File: src/hdl/uart_pkg.sv
// Shared types and constants of the UART 8N1 transceiver.
package uart_pkg;

  localparam int ByteW    = 8;
  localparam int CfgIdxW  = 2;
  localparam int CfgDataW = 16;
  localparam int InDataW  = 16;
  localparam int OutDataW = 16;

  typedef enum logic [CfgIdxW-1:0] {
    REG_TX_BIT_TICKS  = 2'd0,
    REG_RX_BIT_TICKS  = 2'd1,
    REG_RX_HALF_TICKS = 2'd2
  } cfg_reg_e;

  typedef struct packed {
    logic line;
    logic busy;
  } tx_out_t;

  typedef struct packed {
    logic             valid;
    logic [ByteW-1:0] data;
  } rx_out_t;

endpackage

File: src/hdl/uart_tx.sv
// UART transmitter: per-tick frame sequencer for start, data and stop bits.
module uart_tx #(
  parameter int DATA_BITS = 8,
  parameter int PERIOD_W  = 16
) (
  input  logic                       clk_i,
  input  logic                       rst_ni,
  input  logic                       step_i,
  input  logic                       req_i,
  input  logic [uart_pkg::ByteW-1:0] byte_i,
  input  logic [PERIOD_W-1:0]        period_i,
  output uart_pkg::tx_out_t          out_o
);
  import uart_pkg::*;

  localparam int CntW = $clog2(DATA_BITS);

  typedef enum logic [3:0] {
    TX_IDLE  = 4'b0001,
    TX_START = 4'b0010,
    TX_DATA  = 4'b0100,
    TX_STOP  = 4'b1000
  } tx_phase_e;

  tx_phase_e            phase_q, phase_d;
  logic [DATA_BITS-1:0] shift_q, shift_d;
  logic [PERIOD_W-1:0]  timer_q, timer_d;
  logic [CntW-1:0]      cnt_q, cnt_d;
  logic                 level_q, level_d;

  always_comb begin
    phase_d = phase_q;
    shift_d = shift_q;
    timer_d = timer_q;
    cnt_d   = cnt_q;
    level_d = level_q;
    case (phase_q)
      TX_IDLE: begin
      end
      TX_START: begin
        if (timer_q != '0) begin
          timer_d = timer_q - 1'b1;
        end else begin
          timer_d = period_i - 1'b1;
          level_d = shift_q[0];
          shift_d = shift_q >> 1;
          cnt_d   = '0;
          phase_d = TX_DATA;
        end
      end
      TX_DATA: begin
        if (timer_q != '0) begin
          timer_d = timer_q - 1'b1;
        end else begin
          timer_d = period_i - 1'b1;
          if (cnt_q == CntW'(DATA_BITS - 1)) begin
            level_d = 1'b1;
            phase_d = TX_STOP;
          end else begin
            level_d = shift_q[0];
            shift_d = shift_q >> 1;
            cnt_d   = cnt_q + 1'b1;
          end
        end
      end
      TX_STOP: begin
        if (timer_q != '0) begin
          timer_d = timer_q - 1'b1;
        end else begin
          phase_d = TX_IDLE;
          level_d = 1'b1;
        end
      end
      default: begin
        phase_d = TX_IDLE;
        level_d = 1'b1;
      end
    endcase
    // a request on the tick the stop bit ends is taken at once
    if (phase_d == TX_IDLE && req_i) begin
      shift_d = DATA_BITS'(byte_i);
      phase_d = TX_START;
      level_d = 1'b0;
      timer_d = period_i - 1'b1;
    end
  end

  always_ff @(posedge clk_i or negedge rst_ni) begin
    if (!rst_ni) begin
      phase_q <= TX_IDLE;
      shift_q <= '0;
      timer_q <= '0;
      cnt_q   <= '0;
      level_q <= 1'b1;
    end else if (step_i) begin
      phase_q <= phase_d;
      shift_q <= shift_d;
      timer_q <= timer_d;
      cnt_q   <= cnt_d;
      level_q <= level_d;
    end
  end

  assign out_o.line = level_d;
  assign out_o.busy = (phase_d != TX_IDLE);

endmodule

File: src/hdl/uart_rx.sv
// UART receiver: start hunt, mid-bit sampling and byte report per tick.
module uart_rx #(
  parameter int DATA_BITS = 8,
  parameter int PERIOD_W  = 16
) (
  input  logic                clk_i,
  input  logic                rst_ni,
  input  logic                step_i,
  input  logic                line_i,
  input  logic [PERIOD_W-1:0] period_i,
  input  logic [PERIOD_W-1:0] half_i,
  output uart_pkg::rx_out_t   out_o
);
  import uart_pkg::*;

  localparam int IdxW = $clog2(DATA_BITS + 1);
  localparam int SelW = $clog2(DATA_BITS);

  typedef enum logic [2:0] {
    RX_HUNT = 3'b001,
    RX_DATA = 3'b010,
    RX_LAST = 3'b100
  } rx_phase_e;

  rx_phase_e            phase_q, phase_d;
  logic [IdxW-1:0]      idx_q, idx_d;
  logic [DATA_BITS-1:0] shift_q, shift_d;
  logic [PERIOD_W:0]    timer_q, timer_d;
  logic                 done;

  always_comb begin
    phase_d = phase_q;
    idx_d   = idx_q;
    shift_d = shift_q;
    timer_d = timer_q;
    done    = 1'b0;
    case (phase_q)
      RX_DATA: begin
        timer_d = timer_q - 1'b1;
        if (timer_q == (PERIOD_W+1)'(1)) begin
          if (line_i) begin
            shift_d[idx_q[SelW-1:0]] = 1'b1;
          end
          idx_d   = idx_q + 1'b1;
          timer_d = {1'b0, period_i};
          if (idx_q == IdxW'(DATA_BITS - 1)) begin
            phase_d = RX_LAST;
          end
        end
      end
      RX_LAST: begin
        timer_d = timer_q - 1'b1;
        if (timer_q == (PERIOD_W+1)'(1)) begin
          done    = 1'b1;
          phase_d = RX_HUNT;
        end
      end
      default: begin
        phase_d = RX_HUNT;
        if (!line_i) begin
          phase_d = RX_DATA;
          idx_d   = '0;
          shift_d = '0;
          timer_d = {1'b0, period_i} + {1'b0, half_i};
        end
      end
    endcase
  end

  always_ff @(posedge clk_i or negedge rst_ni) begin
    if (!rst_ni) begin
      phase_q <= RX_HUNT;
      idx_q   <= '0;
      shift_q <= '0;
      timer_q <= '0;
    end else if (step_i) begin
      phase_q <= phase_d;
      idx_q   <= idx_d;
      shift_q <= shift_d;
      timer_q <= timer_d;
    end
  end

  assign out_o.valid = done;
  assign out_o.data  = done ? ByteW'(shift_q) : '0;

endmodule

File: src/hdl/uart_8n1_transceiver_unit.sv
// Top level of the UART 8N1 transceiver: config registers, tick stream, result register.
//
// Each input item is one time tick carrying the sampled receive level, a send request
// and the byte to send; each accepted tick yields exactly one result item with the
// transmit level, the busy flag and, on completion, a received byte. One tick is
// accepted every clock cycle: the transmit and receive state advance in a single
// combinational pass and the result lands in one output register, so it appears in the
// cycle after the tick is accepted, and s_axis_tready stays high unless that register
// holds an item that m_axis_tready has not taken. Bit periods are tick counts from the
// configuration registers, masked to the narrower of TIMER_WIDTH and CfgDataW bits; a
// period of zero acts as one, and a new value takes effect the next time a timer loads.
module uart_8n1_transceiver_unit #(
  parameter int DATA_BITS   = 8,
  parameter int TIMER_WIDTH = 16
) (
  input  logic                          clk_i,
  input  logic                          rst_ni,
  input  logic                          cfg_we_i,
  input  logic [uart_pkg::CfgIdxW-1:0]  cfg_addr_i,
  input  logic [uart_pkg::CfgDataW-1:0] cfg_wdata_i,
  input  logic                          s_axis_tvalid,
  output logic                          s_axis_tready,
  // rx_line, tx_valid, tx_byte[7:0], zero pad
  input  logic [uart_pkg::InDataW-1:0]  s_axis_tdata,
  output logic                          m_axis_tvalid,
  input  logic                          m_axis_tready,
  // tx_line, tx_busy, rx_valid, rx_byte[7:0], zero pad
  output logic [uart_pkg::OutDataW-1:0] m_axis_tdata
);
  import uart_pkg::*;

  localparam int PeriodW = (TIMER_WIDTH < CfgDataW) ? TIMER_WIDTH : CfgDataW;

  logic [CfgDataW-1:0] tx_bit_q, rx_bit_q, rx_half_q;
  logic [PeriodW-1:0]  tx_period, rx_period, rx_half;
  logic                s_fire;
  tx_out_t             tx_out;
  rx_out_t             rx_out;
  logic                m_valid_q;
  logic [OutDataW-1:0] m_data_q;

  always_ff @(posedge clk_i or negedge rst_ni) begin
    if (!rst_ni) begin
      tx_bit_q  <= CfgDataW'(16);
      rx_bit_q  <= CfgDataW'(16);
      rx_half_q <= CfgDataW'(8);
    end else if (cfg_we_i) begin
      case (cfg_reg_e'(cfg_addr_i))
        REG_TX_BIT_TICKS:  tx_bit_q  <= cfg_wdata_i;
        REG_RX_BIT_TICKS:  rx_bit_q  <= cfg_wdata_i;
        REG_RX_HALF_TICKS: rx_half_q <= cfg_wdata_i;
        default: begin
        end
      endcase
    end
  end

  assign tx_period = (tx_bit_q[PeriodW-1:0] == '0) ? PeriodW'(1) : tx_bit_q[PeriodW-1:0];
  assign rx_period = (rx_bit_q[PeriodW-1:0] == '0) ? PeriodW'(1) : rx_bit_q[PeriodW-1:0];
  assign rx_half   = rx_half_q[PeriodW-1:0];

  assign s_axis_tready = !m_valid_q || m_axis_tready;
  assign s_fire        = s_axis_tvalid && s_axis_tready;

  uart_tx #(
    .DATA_BITS (DATA_BITS),
    .PERIOD_W  (PeriodW)
  ) u_tx (
    .clk_i    (clk_i),
    .rst_ni   (rst_ni),
    .step_i   (s_fire),
    .req_i    (s_axis_tdata[1]),
    .byte_i   (s_axis_tdata[9:2]),
    .period_i (tx_period),
    .out_o    (tx_out)
  );

  uart_rx #(
    .DATA_BITS (DATA_BITS),
    .PERIOD_W  (PeriodW)
  ) u_rx (
    .clk_i    (clk_i),
    .rst_ni   (rst_ni),
    .step_i   (s_fire),
    .line_i   (s_axis_tdata[0]),
    .period_i (rx_period),
    .half_i   (rx_half),
    .out_o    (rx_out)
  );

  always_ff @(posedge clk_i or negedge rst_ni) begin
    if (!rst_ni) begin
      m_valid_q <= 1'b0;
    end else if (s_fire) begin
      m_valid_q <= 1'b1;
    end else if (m_axis_tready) begin
      m_valid_q <= 1'b0;
    end
  end

  always_ff @(posedge clk_i) begin
    if (s_fire) begin
      m_data_q <= OutDataW'({rx_out.data, rx_out.valid, tx_out.busy, tx_out.line});
    end
  end

  assign m_axis_tvalid = m_valid_q;
  assign m_axis_tdata  = m_data_q;

  // idle transmitter holds the line high
  a_idle_line_high: assert property (@(posedge clk_i) disable iff (!rst_ni)
    m_axis_tvalid && !m_axis_tdata[1] |-> m_axis_tdata[0])
    else $error("tx line low while transmitter idle");

  // a held result blocks the next tick
  a_hold_blocks: assert property (@(posedge clk_i) disable iff (!rst_ni)
    m_valid_q && !m_axis_tready |-> !s_axis_tready)
    else $error("tick accepted while result register is full");

  // a byte report returns the receiver to hunting
  a_rx_no_double: assert property (@(posedge clk_i) disable iff (!rst_ni)
    s_fire && rx_out.valid |=> !rx_out.valid)
    else $error("received byte reported on consecutive ticks");

endmodule
File: config.mk
export PLATFORM = sky130hd
export DESIGN_NAME = uart_8n1_transceiver_unit
export DESIGN_NICKNAME = d
export VERILOG_FILES = /design/src/hdl/uart_pkg.sv /design/src/hdl/uart_tx.sv /design/src/hdl/uart_rx.sv /design/src/hdl/uart_8n1_transceiver_unit.sv
export SDC_FILE = /design/constraint.sdc
export NUM_CORES = 1
export LEC_CHECK = 0
export BUFFER_PORTS_ARGS = -buffer_cell sky130_fd_sc_hd__buf_2
export CORE_UTILIZATION = 50
export CTS_BUF_LIST = sky130_fd_sc_hd__clkbuf_8
export CTS_CLUSTER_DIAMETER = 60
export DETAILED_ROUTE_END_ITERATION = 10
export MAX_ROUTING_LAYER = met4
export PLACE_DENSITY = 0.69
export SYNTH_ARGS = -nofsm -noshare
export SYNTH_HDL_FRONTEND = slang
export SYNTH_SLANG_ARGS = --single-unit
File: constraint.sdc
create_clock -name clk_i -period 3.7 [get_ports clk_i]
set_input_delay 0.37 -clock clk_i [delete_from_list [all_inputs] [get_ports clk_i]]
set_output_delay 0.37 -clock clk_i [all_outputs]
set_load 0.02 [all_outputs]
# Yosys cells after proc, flatten, opt, wreduce, memory -nomap -nowiden
# Cells that the tools add are included.
op_classes:
  n_addsub: 6
  n_lt_le_gt_ge: 2
  eq_ne: 26
  n_mux: 48
  bitwise: 2
  reduce_logical: 24
op_table:
  columns: ["operator", "n"]
  rows:
  - ["16-bit two-way mux", 5]
  - ["8-bit two-way mux", 7]
  - ["17-bit two-way mux", 2]
  - ["17-bit case mux with 2 select lines", 1]
  - ["16-bit zero test", 2]
  - ["16-bit case mux with 2 select lines", 1]
  - ["8-bit case mux with 2 select lines", 2]
  - ["16-bit by 1-bit subtractor with 16-bit output, second input constant", 2]
  - ["4-bit two-way mux", 7]
  - ["3-bit two-way mux", 6]
  - ["16-bit by 16-bit adder with 17-bit output", 1]
  - ["17-bit by 1-bit == test with 1-bit output, second input constant", 1]
  - ["17-bit by 1-bit subtractor with 17-bit output, second input constant", 1]
  - ["4-bit case mux with 4 select lines", 1]
  - ["16-bit nonzero test", 1]
  - ["5-bit AND reduction", 3]
  - ["3-bit case mux with 2 select lines", 2]
  - ["1-bit two-way mux", 10]
  - ["3-bit inequality test, second input constant", 3]
  - ["4-bit by 1-bit == test with 1-bit output, second input constant", 2]
  - ["4-bit by 3-bit == test with 1-bit output, second input constant", 2]
  - ["2-bit by 1-bit inequality test with 1-bit output, second input constant", 4]
  - ["2-bit inequality test, second input constant", 4]
  - ["8-bit bitwise OR", 1]
  - ["other kinds (27)", 37]
totals:
  ff_bits: 124
  in_bits: 39
  elab_cells: 123

# Depth between registers and ports, before layout
# Gate-level depths: netlist of the first run.
depth:
  word_depth: 8
  depth_mapped: 11
  ltp_nobuf: 10

# By module
# A second synthesis of the first run with hierarchy kept.
hier_totals:
  hier_cells: 776
  area_unflattened_um2: 7477.2
by_module_without_submodules:
  columns: ["mod", "n_inst", "cells_per_inst", "area_per_inst_um2"]
  rows:
  - ["uart_rx", 1, 339, 2765.2]
  - ["uart_8n1_transceiver_unit", 1, 163, 2414.8]
  - ["uart_tx", 1, 274, 2297.2]

# Worst setup path before layout of the first run
# No wires, ideal clock.
synth_path:
  kind: "register to register"
  from: "register rx_bit_q[4]"
  to: "register u_rx.timer_q[12]"
  arrival_ns: 2.504
  required_ns: 3.618
  slack_ns: 1.114
  path_stages_with_launch: 11
  n_path_buf: 0
  synth_period_minus_slack_ns: 2.586
  cell_sequence: "dfstp_2 nor3_1 a41o_1 ha_1 fa_1 a21o_1 a221o_1 o221ai_1 and3_1 o21ai_0 a31oi_1"
synth_via:
  elab_chain_len: 5
  word_cells_on_any_way: 6
  classes_between: "add/sub: 1; mux: 4; reduce/logical: 1"
synth_rtl:
  columns: ["item", "line", "rtl"]
  rows:
  - ["start, declared", "uart_8n1_transceiver_unit.sv:34", "logic [CfgDataW-1:0] tx_bit_q, rx_bit_q, rx_half_q;"]
  - ["start signal, assigned", "uart_8n1_transceiver_unit.sv:45", "rx_bit_q <= CfgDataW'(16);"]
  - ["start signal, assigned", "uart_8n1_transceiver_unit.sv:50", "REG_RX_BIT_TICKS: rx_bit_q <= cfg_wdata_i;"]
  - ["16-bit zero test", "uart_8n1_transceiver_unit.sv:59", "assign rx_period = (rx_bit_q[PeriodW-1:0] == '0) ? PeriodW'(1) : rx_bit_q[PeriodW-1:0];"]
  - ["16-bit two-way mux (*)", "uart_8n1_transceiver_unit.sv:59", null]
  - ["16-bit by 16-bit adder with 17-bit output", "uart_rx.sv:64", "timer_d = {1'b0, period_i} + {1'b0, half_i};"]
  - ["17-bit two-way mux", "uart_rx.sv:60", "if (!line_i) begin"]
  - ["17-bit case mux with 2 select lines (*)", "uart_rx.sv:37", "case (phase_q)"]
  - ["end signal, assigned", "uart_rx.sv:80", "timer_q <= timer_d;"]
  - ["end, declared", "uart_rx.sv:28", "logic [PERIOD_W:0] timer_q, timer_d;"]
# Mark *: on every way between the ends. The rest lies on a longest branch, timed or not. The select of a mux whose other input is x is not followed.
# A chain may end at the register's enable or synchronous reset.

# Worst setup path after layout of the first run
layout_path:
  from: "register rx_bit_q[14]"
  to: "register u_rx.timer_q[10]"
layout_via:
  elab_chain_len: 5
  word_cells_on_any_way: 6
  classes_between: "add/sub: 1; mux: 4; reduce/logical: 1"
layout_rtl:
  columns: ["item", "line"]
  rows:
  - ["16-bit zero test (*)", "uart_8n1_transceiver_unit.sv:59"]
  - ["16-bit two-way mux (*)", "uart_8n1_transceiver_unit.sv:59"]
  - ["16-bit by 16-bit adder with 17-bit output", "uart_rx.sv:64"]
  - ["17-bit two-way mux", "uart_rx.sv:60"]
  - ["17-bit case mux with 2 select lines (*)", "uart_rx.sv:37"]
# Marked as above.

==> results of run 1 <==
cells by family (layout without fill, tap and decap cells):
kind of cell             count (synthesis)  after routing  share of synthesized area
AND/OR/NAND/NOR                        236            236                      0.174
AO/OA/AOI/OAI                          189            189                      0.174
flip-flops                             124            124                      0.424
multiplexers                            77             77                      0.114
buffers and inverters                   72            112                     0.0434
adder cells (fa/ha/maj)                 25             25                     0.0429
XOR/XNOR                                23             23                     0.0270
other                                    1              5                   0.000502
state kept, by name, indices dropped and copies added (netlist names), 4 cells and up:
register      count
u_rx.idx_q        4
u_tx.phase_q      4
rx_bit_q         16
rx_half          16
u_tx.shift_q      8
tx_bit_q         16
u_tx.timer_q     16
m_axis_tdata     11
u_rx.shift_q      8
u_rx.timer_q     17
per-stage QoR:
| stage | area, um2 | hold WS, ns |
|---|---|---|
| after detailed placement | 7780 | 0.472 |
| final | 8190 | 0.167 |
| after global placement | 7780 | 0.466 |
| after floorplan | 7480 | 0.0744 |
| after CTS | 8190 | 0.147 |
| after global routing | 8190 | 0.157 |
layer usage:
metal / vias up / GRT usage / wire, um
li1: 2812 / - / -
met1: 2892 / 0.312 / 7780
met2: 204 / 0.367 / 8010
met3: 26 / 0.0481 / 888
met4: 0 / 0.0893 / 303
met5: - / - / 0
report_power, final:
part           total (mW)  switching (mW)  internal (mW)
Clock                1.22           0.562          0.663
Combinational        1.97            1.10          0.875
Sequential           2.20           0.430           1.77
Total                5.40            2.09           3.31
cells in the mapped netlist, types with 7 or more instances:
| cell type | instances |
|---|---|
| sky130_fd_sc_hd__dfrtp_1 | 107 |
| sky130_fd_sc_hd__mux2_2 | 63 |
| sky130_fd_sc_hd__nand2_1 | 53 |
| sky130_fd_sc_hd__o21ai_0 | 46 |
| sky130_fd_sc_hd__a21oi_1 | 44 |
| sky130_fd_sc_hd__nor2_1 | 40 |
| sky130_fd_sc_hd__clkbuf_1 | 27 |
| sky130_fd_sc_hd__inv_1 | 25 |
| sky130_fd_sc_hd__ha_1 | 24 |
| sky130_fd_sc_hd__nor3_1 | 23 |
| sky130_fd_sc_hd__nand3_1 | 20 |
| sky130_fd_sc_hd__nor4_1 | 14 |
| sky130_fd_sc_hd__xnor2_1 | 14 |
| sky130_fd_sc_hd__mux2i_1 | 13 |
| sky130_fd_sc_hd__edfxtp_1 | 11 |
| sky130_fd_sc_hd__nand4_1 | 11 |
| sky130_fd_sc_hd__buf_2 | 10 |
| sky130_fd_sc_hd__o22ai_1 | 10 |
| sky130_fd_sc_hd__and2_1 | 9 |
| sky130_fd_sc_hd__xor2_1 | 9 |
| sky130_fd_sc_hd__a31oi_1 | 8 |
| sky130_fd_sc_hd__or3_1 | 8 |
| sky130_fd_sc_hd__a21o_1 | 7 |
| sky130_fd_sc_hd__o211ai_1 | 7 |
final cells by class:
type                       count  area share
clock buffer                  17      0.0286
clock inverter                15      0.0211
inverter                      26      0.0119
multi-input combinational    555       0.488
sequential                   124       0.386
tap                          184      0.0281
timing repair buffer          54      0.0363
worst paths after layout:
check / from / end / slack (ns)
worst max-delay path: rx_bit_q[14]$_DFFE_PN0P_ / u_rx.timer_q[10]$_DFFE_PN0P_ / 0.77
max in group asynchronous: rst_ni / u_rx.phase_q[0]$_DFFE_PN1P_ / 2.26
worst min register to register: u_rx.shift_q[7]$_DFFE_PN0P_ / u_rx.shift_q[7]$_DFFE_PN0P_ / 0.49
worst min-delay path: s_axis_tdata[9] / u_tx.shift_q[7]$_DFFE_PN0P_ / 0.17
worst max register to register: rx_bit_q[14]$_DFFE_PN0P_ / u_rx.timer_q[10]$_DFFE_PN0P_ / 0.77
min in group asynchronous: rst_ni / u_rx.idx_q[0]$_DFFE_PN0P_ / 0.52
==> reports/summary.md, run 1 <==
The sequential share of the synthesized area came out at 0.424. Die outline width: 124 um. Traced cell by cell, the critical path runs through nor4_1 > a41o_1 > ha_1 > fa_1 > a21o_1 > a221oi_1 > a221oi_1 > o22ai_1 > or4_1 > nand4_1. In this run the power density over the cells is 659 nW/um2. Share of the clock period used by the worst path: 0.792. The logs give 4000 um2 for the area of the multi-input gates and 58 for the pin count of the biggest net entering global routing. The worst path meets setup with 0.770 ns of slack. The library cell used most frequently in the layout, excluding fill and tap cells, is sky130_fd_sc_hd__dfrtp_1. In this run the count of I/O pins placed on the die edge is 57. In this run the worst path has a maximum fanout of 4. Summing all flip-flop and latch instances after layout gives 3170 um2. The region available for standard cell placement spans 14500 um2. The logs give 0 for the number of setup violations in the final report and 5.40 mW for the post-layout total power. The number of different library cells used by synthesis comes to 83.

The clock latency reported for the late side of the worst-skew pair is 0.44 ns, and the aggregate routed wire length is 17.0 mm. The top cell type's share of synthesized area works out to 0.359. The slowest stage of the critical path is the sky130_fd_sc_hd__dfrtp_1 cell.

The die is 124 um tall. The repair_antennas step left the layout with diodes totalling 0. The final hold violation count is 0. Dividing the detail-routed wire length by the instance count gives 17.4 um. The post-synthesis area per instance came out at 9.99 um2. The run gives 0 as the number of slew-limit violations in the final report. In the routed layout, each cell is associated on average with a via count of 6.09. For the layout net count, the log shows 842. In this run the static leakage power is 3.37 nW.

The data arrival at the endpoint of the critical path was 3.30 ns; the achievable clock frequency was 0.341 GHz. Clock tree synthesis inserted a total of 17 buffers. The logs give 747 for the synthesized instance count and 0.772 ns for the minimum setup slack after placement.

At the worst endpoint, the required time is 4.07 ns. The placer's final routability congestion estimate came out at 0.889. Setup repair after global routing left no endpoint under its margin. The total number of placement rows is 44. For the overall routing resource usage, the log shows 0.239. The first detailed-routing pass ran for 5 iterations. The initial antenna violation count is 0, and the number of buffer and inverter stages on the critical path is 0. Compared with the post-synthesis result, the final layout area differs by 9.76%. The fraction of final layout cells sized beyond drive strength 1 works out to 0.228. For the total of max-cap violations, the log shows 0. The run finished with clean final reports. The pin slew with the least headroom to its limit came out at 1.23 ns.

The H-tree was split into 4 levels. The tools report the clock tree root driver cell as sky130_fd_sc_hd__clkbuf_8. Counting the fill cells in the layout gives 1316. The logs give 0 ns for the post-route setup TNS and 15400 um2 for the die footprint. The run gives 1 as the hold buffer count at cts. Most frequently used flop master after synthesis: sky130_fd_sc_hd__dfrtp_1. The maximum VDD drop is 0.269 mV.

The biggest area contributor in the post-synthesis netlist is sky130_fd_sc_hd__dfrtp_1. The worst-case clock skew is 0.0108 ns. The first global-routing pass estimated 27.6 mm of wire. The number of buffers on the longest clock path is 2. TritonCTS built the clock tree. Critical path capture point type: a flip-flop. The cell area that synthesis handed to floorplanning was 7460 um2. The clock period could shrink to 2.93 ns. The half-perimeter wire length after placement is 12.3 mm. The detailed router finished its first iteration with 320 violations.

Clock tree synthesis found a total of 124 sinks. The Yosys step of the flow raised 0 warnings. The library cells used most frequently in the layout, excluding fill and tap cells, are sky130_fd_sc_hd__dfrtp_1, sky130_fd_sc_hd__mux2_2, sky130_fd_sc_hd__nand2_1. Once placement completed, the tool counted placed cells totaling 942. Global routing finished with a remaining overflow of 0. The number of vias in the routed layout was 5934; the number of buffers inserted to repair setup after CTS was 0.

The tools report the via count of the first global-routing pass as 5569. The min-delay analysis places its worst path in the category input pin to flip-flop. Clock-pin slew was measured on the worst setup and hold paths at 0.07 ns.

The tools report the initial core utilization as 0.514. The total stage count of the critical path was 10. The worst setup path is of the flip-flop to flip-flop kind.

In the post-synthesis netlist, the biggest area contributors are sky130_fd_sc_hd__dfrtp_1, sky130_fd_sc_hd__mux2_2, sky130_fd_sc_hd__edfxtp_1, sky130_fd_sc_hd__ha_1, sky130_fd_sc_hd__o21ai_0. Counting flops with a built-in enable in the synthesized netlist gives 11. The cell that appears most often on the critical path is sky130_fd_sc_hd__a221oi_1. The tightest slew margin relative to the limit came out at 0.174. The fraction of registers with async set or reset after synthesis is 0.911. The worst hold path passes through 2 cells.

The tools report the type of origin of the critical path as a flip-flop. Final cell utilization of the core: 0.564. During placement, the flow inserted port buffers numbering 45.

For this run, the slowest stage of the critical path takes 0.43 ns. Synthesis inferred 124 register bits. After detailed routing, the number of remaining DRC violations is 0. Once detail routing completed, the nets flagged for antenna violations numbered 0. Gates resized during post-CTS repair numbered 0. For the worst flop-to-flop path, the logic depth is 10. Once layout is complete, the cells apart from fillers number 975.

Broken down by cell family, the worst path's largest delay share belongs to compound AO/OA/AOI/OAI gates.
Note: power is estimated with default switching activity, not from simulation.
==> inputs of run 2 (changes only) <==
Settings changed: PLACE_DENSITY 0.69 to 0.72.
Clock period 3.7 ns to 2.59 ns, I/O delays scaled along.
==> run 2 against run 1 <==
- the flow now finishes with violations (setup timing)
- final area grew 8.3%
- clock-buffer cell count is the same
- maximum frequency grew 11%
- largest power group is now combinational cells
==> reports/summary.md, run 2 (synthesis gave the netlist of run 1 again) <==
The flow ran to the end, but the final reports show violations. The final reports fail on setup timing. The half-perimeter wire length after placement was 13.1 mm. The tightest slew margin relative to the limit came out at 0.428. On the final layout, the worst hold slack is 0.0559 ns. The run gives 0 as the final hold violation count. The H-tree generated during clock tree synthesis spans 4 levels. The data arrival at the endpoint of the critical path is 3.01 ns. Setup repair after global routing could not meet its margin everywhere.

The share of the clock period used by the worst path works out to 1.02. Data on the critical path is required at its endpoint by 2.96 ns. The power per standard cell area was 929 nW/um2.

The tools report the number of vias in the routed layout as 6263. The clock drives 124 sinks. Number of flip-flops in the largest register: 17. TritonCTS built the clock tree. The floorplan step defined a die boundary enclosing 15400 um2. For the pin with the worst max-slew slack, the measured transition is 0.856 ns. The worst-case clock skew was 0.0135 ns; the count of pins on the block boundary was 57. Clock-pin slew was measured on the worst setup and hold paths at 0.07 ns. The minimum setup slack after placement is -0.348 ns. The first detailed-routing pass took 6 iterations. The detail route stage leaves a number of antenna-violating nets equal to 0. After detailed routing, the average wire length per cell comes to 17.6 um. The peak per-stage delay on the critical path came out at 0.53 ns.

For this run, design rule violations remaining after detail routing come to 0. The area growth from synthesis to layout is 18.8%. The worst-case IR drop observed on VDD is 0.472 mV.

Walking the worst path, the cells encountered are nor3_1 > a41o_1 > ha_2 > fa_2 > a21o_1 > a221oi_2 > a221oi_2 > buf_4 > buf_4 > a21oi_4 > a21oi_2 > o21ai_1. The number of buffers created by CTS was 17. The tightest min-delay check is of the input pin to flip-flop type.

The fraction of final layout cells sized beyond drive strength 1 was 0.317. After the flow finishes, the layout carries non-filler instances totaling 1037. The total of max-cap violations was 0. The library cell used most frequently in the layout, excluding fill and tap cells, is sky130_fd_sc_hd__dfrtp_1.

After floorplanning, the core was divided into 44 placement rows. The top cell types in the final layout, fill and taps aside, are sky130_fd_sc_hd__dfrtp_1, sky130_fd_sc_hd__buf_4, sky130_fd_sc_hd__mux2_2. Overall routing resource usage: 0.259. Type of origin of the critical path: a flip-flop. The post-route minimum period was 2.64 ns; the average via count per standard cell was 6.04. The first global-routing pass estimated 29.7 mm of wire. For the via count of the first global-routing pass, the log shows 6017. For the initial antenna violation count, the log shows 0.

The number of setup violations in the final report was 6. Reg-to-reg startpoint: rx_bit_q[4]$_DFFE_PN1P_. In this design, the largest share of critical-path delay is due to compound AO/OA/AOI/OAI gates. In this run the tool buffered the top-level ports with 45 buffer cells.

The number of buffer and inverter stages on the critical path was 2. In this run the standard cell core region covers 14500 um2. The worst setup slack after layout was -0.0483 ns. Leakage power of the design: 3.73 nW. The layout net count is 904. The logs give 0.514 for the initial core utilization and 18.2 mm for the aggregate routed wire length. The clock latency reported for the late side of the worst-skew pair came out at 0.46 ns.

The worst hold path begins at s_axis_tdata[9]. Critical path startpoint: rx_bit_q[4]$_DFFE_PN1P_. Number of slew-limit violations in the final report: 0.

The register with the most flip-flops in the final layout is u_rx.timer_q. The longest clock path from root to sink contains 2 buffers. In this run, placement finished with an instance count of 995.

The achievable clock frequency came out at 0.379 GHz. Entering global routing, the biggest net connects 52 pins. The die outline width is 124 um, and the post-route setup TNS is -0.132 ns. For this run the aggregate overflow at the end of global routing stands at 0. The category of the critical setup timing path was flip-flop to flip-flop. The die extent in y works out to 124 um. In this run, the number of DRC markers left after iteration 0 of detailed routing was 503. Of all nets on the critical path, the largest fanout is 3.

The tools report the critical path capture point type as a flip-flop. The repair_antennas step left the layout with diodes totalling 0. The slowest stage of the critical path belongs to the cell sky130_fd_sc_hd__dfstp_2.

The run gives 0.955 as the placer's final routability congestion estimate. In this run the clock root is driven by a sky130_fd_sc_hd__clkbuf_8.
-- run 2: cell types whose count changed in the layout (fill, tap and decap cells not counted), moves of 3 or more --
cell and delta:
sky130_fd_sc_hd__o22ai_1 -3, sky130_fd_sc_hd__o21ai_1 +4, sky130_fd_sc_hd__buf_4 +58, sky130_fd_sc_hd__o22ai_2 +3
sky130_fd_sc_hd__nor4_2 +4, sky130_fd_sc_hd__nor4_1 -6, sky130_fd_sc_hd__buf_12 +3, sky130_fd_sc_hd__a21oi_1 -3
sky130_fd_sc_hd__o21ai_0 -5
-- run 2: stage by stage --
step                area (um2)  total power, mW  utilization
global route              8870             8.77        0.610
finish                    8870             8.24        0.610
floorplan                 7480             5.27            -
CTS                       8690             8.03        0.598
global placement          8200             6.09        0.564
detailed placement        8200             6.24        0.564
-- run 2: routing by layer --
layer | GRT usage | vias to the layer above | wire length, um
li1 | - | 2949 | -
met1 | 0.327 | 3042 | 7970
met2 | 0.411 | 230 | 8780
met3 | 0.0554 | 42 | 1050
met4 | 0.0930 | 0 | 427
met5 | - | - | 0
-- run 2: cell type report --
type                            instances  area [um2]
Tap cell                              184         230
Clock buffer                           17         234
Inverter                               26        97.6
Multi-Input combinational cell        555        4190
Clock inverter                         15         149
Sequential cell                       124        3170
Fill cell                            1147        5660
Timing Repair Buffer                  116         805
-- run 2: worst register-to-register path: stages, from the launching register on --
cell and delay (ns):
sky130_fd_sc_hd__dfstp_2 0.53, sky130_fd_sc_hd__nor3_1 0.05, sky130_fd_sc_hd__a41o_1 0.24, sky130_fd_sc_hd__ha_2 0.21, sky130_fd_sc_hd__fa_2 0.35, sky130_fd_sc_hd__a21o_1 0.21, sky130_fd_sc_hd__a221oi_2 0.28, sky130_fd_sc_hd__a221oi_2 0.11
sky130_fd_sc_hd__buf_4 0.15, sky130_fd_sc_hd__buf_4 0.13, sky130_fd_sc_hd__a21oi_4 0.13, sky130_fd_sc_hd__a21oi_2 0.07, sky130_fd_sc_hd__o21ai_1 0.12
-- run 2: timing repair --
item | CTS | global route
hold endpoints to repair | 47 | 0
hold buffers | 1 | 0
pin swaps | 9 | 21
setup endpoints to repair | 11 | 28
gates resized for setup | 13 | 28
buffers inserted | 6 | 4
-- run 2: where the power goes --
part	internal (mW)	total (mW)	switching, mW
clock network	0.847	1.66	0.808
logic	1.64	3.49	1.85
registers	2.53	3.09	0.561
total	5.02	8.24	3.22
-- run 2: path summary, 6_finish.rpt --
path                            slack [ns]                          end  depth (start not counted)
min in group asynchronous             0.40  u_rx.timer_q[5]$_DFFE_PN0P_                          2
worst min-delay path                  0.06  u_tx.shift_q[7]$_DFFE_PN0P_                          2
max in group asynchronous             1.44     u_tx.level_q$_DFFE_PN1P_                          3
worst min register to register        0.49  u_rx.shift_q[7]$_DFFE_PN0P_                          1
worst max register to register       -0.05  u_rx.timer_q[8]$_DFFE_PN0P_                         12
worst max-delay path                 -0.05  u_rx.timer_q[8]$_DFFE_PN0P_                         12
==> inputs of run 3 (changes only) <==
Settings changed: ABC_AREA set to 1.
==> run 3 against run 2 <==
- sequential share of layout area increased by 0.88 points
- the flow now finishes without violations
- largest power group is now registers
- sequential cell count unchanged
- synthesized cell count increased by 47%
- highest routed layer unchanged
- critical path depth increased by 3
- sequential power decreased by 3%
==> reports/summary.md, run 3 <==
The repair_antennas step left the layout with diodes totalling 0. In this run the power spent charging and discharging nets is 3.21 mW. The analysis attributes to cell leakage a power of 4.28 nW.

The post-synthesis register bit count was 124. Max-cap violations in this run came to 0. Initial antenna violation count: 0. Dividing total power by cell area gives a power density of 904 nW/um2. Setup repair after global routing left no endpoint under its margin. The number of flip-flops in the largest register is 17. The half-perimeter wire length after placement is 13.2 mm. The tools report the share of total power in sequential cells as 0.385.

Clock-pin slew was measured on the worst setup and hold paths at 0.07 ns. Post-layout total power: 7.83 mW. The top cell type's share of synthesized area was 0.343; the number of buffers on the longest clock path was 2. The library cell used most frequently in the layout, excluding fill and tap cells, is sky130_fd_sc_hd__nand2_1. The detailed router finished its first iteration with 585 violations.

Entering global routing, the biggest net connects 46 pins. The worst path in the final design needs a cycle of 2.39 ns, including I/O delays and setup. The placer's final routability congestion estimate is 0.893. The internal portion of the total power is 4.62 mW. The tree is rooted in a sky130_fd_sc_hd__clkbuf_8.

The critical path in this run is classified as flip-flop to flip-flop. The netlist area before placement is 7810 um2, and the number of setup violations in the final report is 0. The initial core utilization was 0.514. The required time of the critical path was 2.94 ns; the data arrival at the endpoint of the critical path was 2.74 ns. The fraction of final layout cells sized beyond drive strength 1 came out at 0.118. The remaining number of nets flagged by the antenna check after routing came out at 0. The H-tree depth reported by CTS is 4, and the largest fanout on the critical path is 7. Among the stages of the critical path, the cell type that occurs most often is sky130_fd_sc_hd__nand2_1. The average via count per standard cell is 5.22. In the layout the commonest cells are sky130_fd_sc_hd__nand2_1, sky130_fd_sc_hd__nor2_1, sky130_fd_sc_hd__inv_1.

The pin slew with the least headroom to its limit was 0.646 ns. The commonest cells after synthesis are sky130_fd_sc_hd__nand2_1, sky130_fd_sc_hd__nor2_1, sky130_fd_sc_hd__inv_1, sky130_fd_sc_hd__dfrtp_1, sky130_fd_sc_hd__nand3_1. Worst min-delay path class: input pin to flip-flop. In the routed design, unresolved DRC markers number 0. In this run the worst setup path terminates at u_tx.timer_q[14]$_DFFE_PN0P_.

For the sequential share of the synthesized area, the log shows 0.405. The tools report the number of slew-limit violations in the final report as 0. The final hold violation count was 0. Yosys mapped a number of flops with a built-in enable equal to 11. After technology mapping, the gate count stands at 1099. The instance count along the most critical hold path was 3; the fraction of registers with async set or reset after synthesis was 0.911. Die outline width: 127 um. The net switching fraction of the power was 0.410. The critical-path cell with the highest stage delay is sky130_fd_sc_hd__dfstp_2. The area growth from synthesis to layout is 10.9%. The overall routing resource usage is 0.245.

Once the clock tree was built, the setup fixing pass inserted 0 buffers. For this run, the number of Yosys warnings is 0. The tools report the clock group share of total power as 0.233.

The number of input and output port buffers inserted was 45; the count of pins on the block boundary was 57. The signal on the critical path passes through nor2_1 > nand2_1 > nor2_1 > nand2_1 > nand2_1 > inv_1 > ha_1 > nand2_1 > nor3_1 > nand2_1 > xnor2_1 > nand2_1 > nand3_1 > nand2_1 > inv_1. The run gives 1203 as the layout net count. The reg-to-reg critical path endpoint was u_tx.timer_q[14]$_DFFE_PN0P_. The number of iterations in the first detailed-routing pass is 7, and the die extent in y is 127 um.

Top cell type by total area after synthesis: sky130_fd_sc_hd__dfrtp_1. Summing over every cut layer, the via total after detailed routing is 6992. The critical path startpoint is tx_bit_q[4]$_DFFE_PN1P_.

The worst register-to-register path has a depth of 15. The core area is 15200 um2, and the peak per-stage delay on the critical path is 0.59 ns. The tools report the number of buffers created by CTS as 17. Clock skew on the completed layout was measured at 0.0193 ns. On the final layout, the worst hold slack is 0.0343 ns. The run gives 124 as the total number of clock tree sinks.

Maximum VDD drop: 0.406 mV. The post-route setup TNS came out at 0 ns. For the combinational share of power, the log shows 0.382. The share of the clock period used by the worst path was 0.921. The tools report the clock latency reported for the late side of the worst-skew pair as 0.47 ns. Most frequent cell after synthesis: sky130_fd_sc_hd__nand2_1.

The floorplan has 45 rows. The total congestion overflow is 0, and the aggregate routed wire length is 17.9 mm. For the die footprint, the log shows 16100 um2. The type of origin of the critical path is a flip-flop. The tools report the global-route wire length before repair as 30.2 mm. The synthesized netlist contains 40 unique library cells.

TritonCTS built the clock tree. The tools report the reg-to-reg startpoint as tx_bit_q[4]$_DFFE_PN1P_. In the post-synthesis netlist, the biggest area contributors are sky130_fd_sc_hd__dfrtp_1, sky130_fd_sc_hd__nand2_1, sky130_fd_sc_hd__nand3_1, sky130_fd_sc_hd__o21ai_0, sky130_fd_sc_hd__nor2_1. The achievable clock frequency came out at 0.419 GHz. The flow ran to the end, and the final reports show no timing, DRC or antenna violations. Setup slack on the worst reg-to-reg path comes out at 0.20 ns. The run gives 6328 as the via count of the first global-routing pass. More flip-flops sit in one register than any other, and that register is u_rx.timer_q.

The tightest slew margin relative to the limit is 0.569. After detailed routing, the average wire length per cell comes to 13.3 um. The most frequently used flop master after synthesis was sky130_fd_sc_hd__dfrtp_1. Post-synthesis area per instance: 7.11 um2.

STA classifies the critical path endpoint as a flip-flop.
run 3: cell count changes after synthesis, moves of 18 or more:
cell and change:
sky130_fd_sc_hd__nand2_1 +265, sky130_fd_sc_hd__inv_1 +87, sky130_fd_sc_hd__nor2_1 +86, sky130_fd_sc_hd__nand3_1 +79
sky130_fd_sc_hd__mux2_2 -63, sky130_fd_sc_hd__o21ai_0 +51, sky130_fd_sc_hd__nor3_1 -18
run 3: routing by layer:
layer / vias to the layer above / routed length [um] / part of all wire / GRT usage
li1: 3602 / - / - / -
met3: 28 / 870 / 0.049 / 0.0394
met2: 201 / 8160 / 0.46 / 0.385
met4: 0 / 312 / 0.017 / 0.0805
met1: 3161 / 8540 / 0.48 / 0.325
met5: - / 0 / 0 / -
run 3: power groups by stage:
| stage | combinational (mW) | clock [mW] | sequential (mW) |
|---|---|---|---|
| after detailed placement | 2.96 | 0 | 3.03 |
| after CTS | 2.98 | 1.86 | 3.00 |
| final | 2.99 | 1.83 | 3.01 |
| after floorplan | 2.34 | 0 | 2.92 |
| after global routing | 3.48 | 1.93 | 3.09 |
| after global placement | 2.91 | 0 | 3.02 |
run 3: critical path: cells and delay by family, from the launching register on:
family,cells,cell delay (ns)
buffers and inverters,2,0.12
adder cells (fa/ha/maj),1,0.17
AND/OR/NAND/NOR,11,1.26
flip-flops,1,0.59
XOR/XNOR,1,0.13
run 3: what timing repair did:
action / 4_1_cts / 5_1_grt
setup endpoints to repair: 0 / 5
hold endpoints to repair: 41 / 0
hold buffers: 1 / 0
resized for setup: 0 / 8
run 3: worst min path at each step:
stage                     from                          end  slack (ns)
5_1_grt        s_axis_tdata[9]  u_tx.shift_q[7]$_DFFE_PN0P_        0.04
6_report       s_axis_tdata[9]  u_tx.shift_q[7]$_DFFE_PN0P_        0.03
3_3_place_gp            rst_ni  u_tx.shift_q[7]$_DFFE_PN0P_        0.30
3_5_place_dp            rst_ni  u_tx.shift_q[7]$_DFFE_PN0P_        0.31
4_1_cts        s_axis_tdata[9]  u_tx.shift_q[7]$_DFFE_PN0P_        0.02
2_1_floorplan           rst_ni    m_axis_tvalid$_DFFE_PN0P_       -0.04
run 3: logic make-up after synthesis:
| family | synth area share |
|---|---|
| compound gates | 0.104 |
| xor+xnor | 0.0370 |
| fa+ha+maj | 0.0410 |
| buf+inv | 0.0836 |
| flops | 0.405 |
| other cells | 0.000480 |
| simple gates | 0.329 |
run 3: cell type report:
| type | instances | area (um2) |
|---|---|---|
| Fill cell | 1453 | 6540 |
| Timing Repair Buffer | 63 | 378 |
| Multi-Input combinational cell | 818 | 4030 |
| Sequential cell | 124 | 3170 |
| Clock inverter | 15 | 183 |
| Tap cell | 188 | 235 |
| Inverter | 115 | 432 |
| Clock buffer | 17 | 234 |
run 3: stage by stage:
stage / instance area, um2 / std cells / worst slack (ns) / utilization
after floorplan: 7830 / 1103 / 0.371 / -
after global placement: 8210 / 1307 / 0.246 / 0.540
after detailed placement: 8210 / 1307 / 0.186 / 0.540
after CTS: 8640 / 1340 / 0.172 / 0.568
after global routing: 8660 / 1340 / 0.00300 / 0.570
final: 8660 / 1340 / 0.205 / 0.570
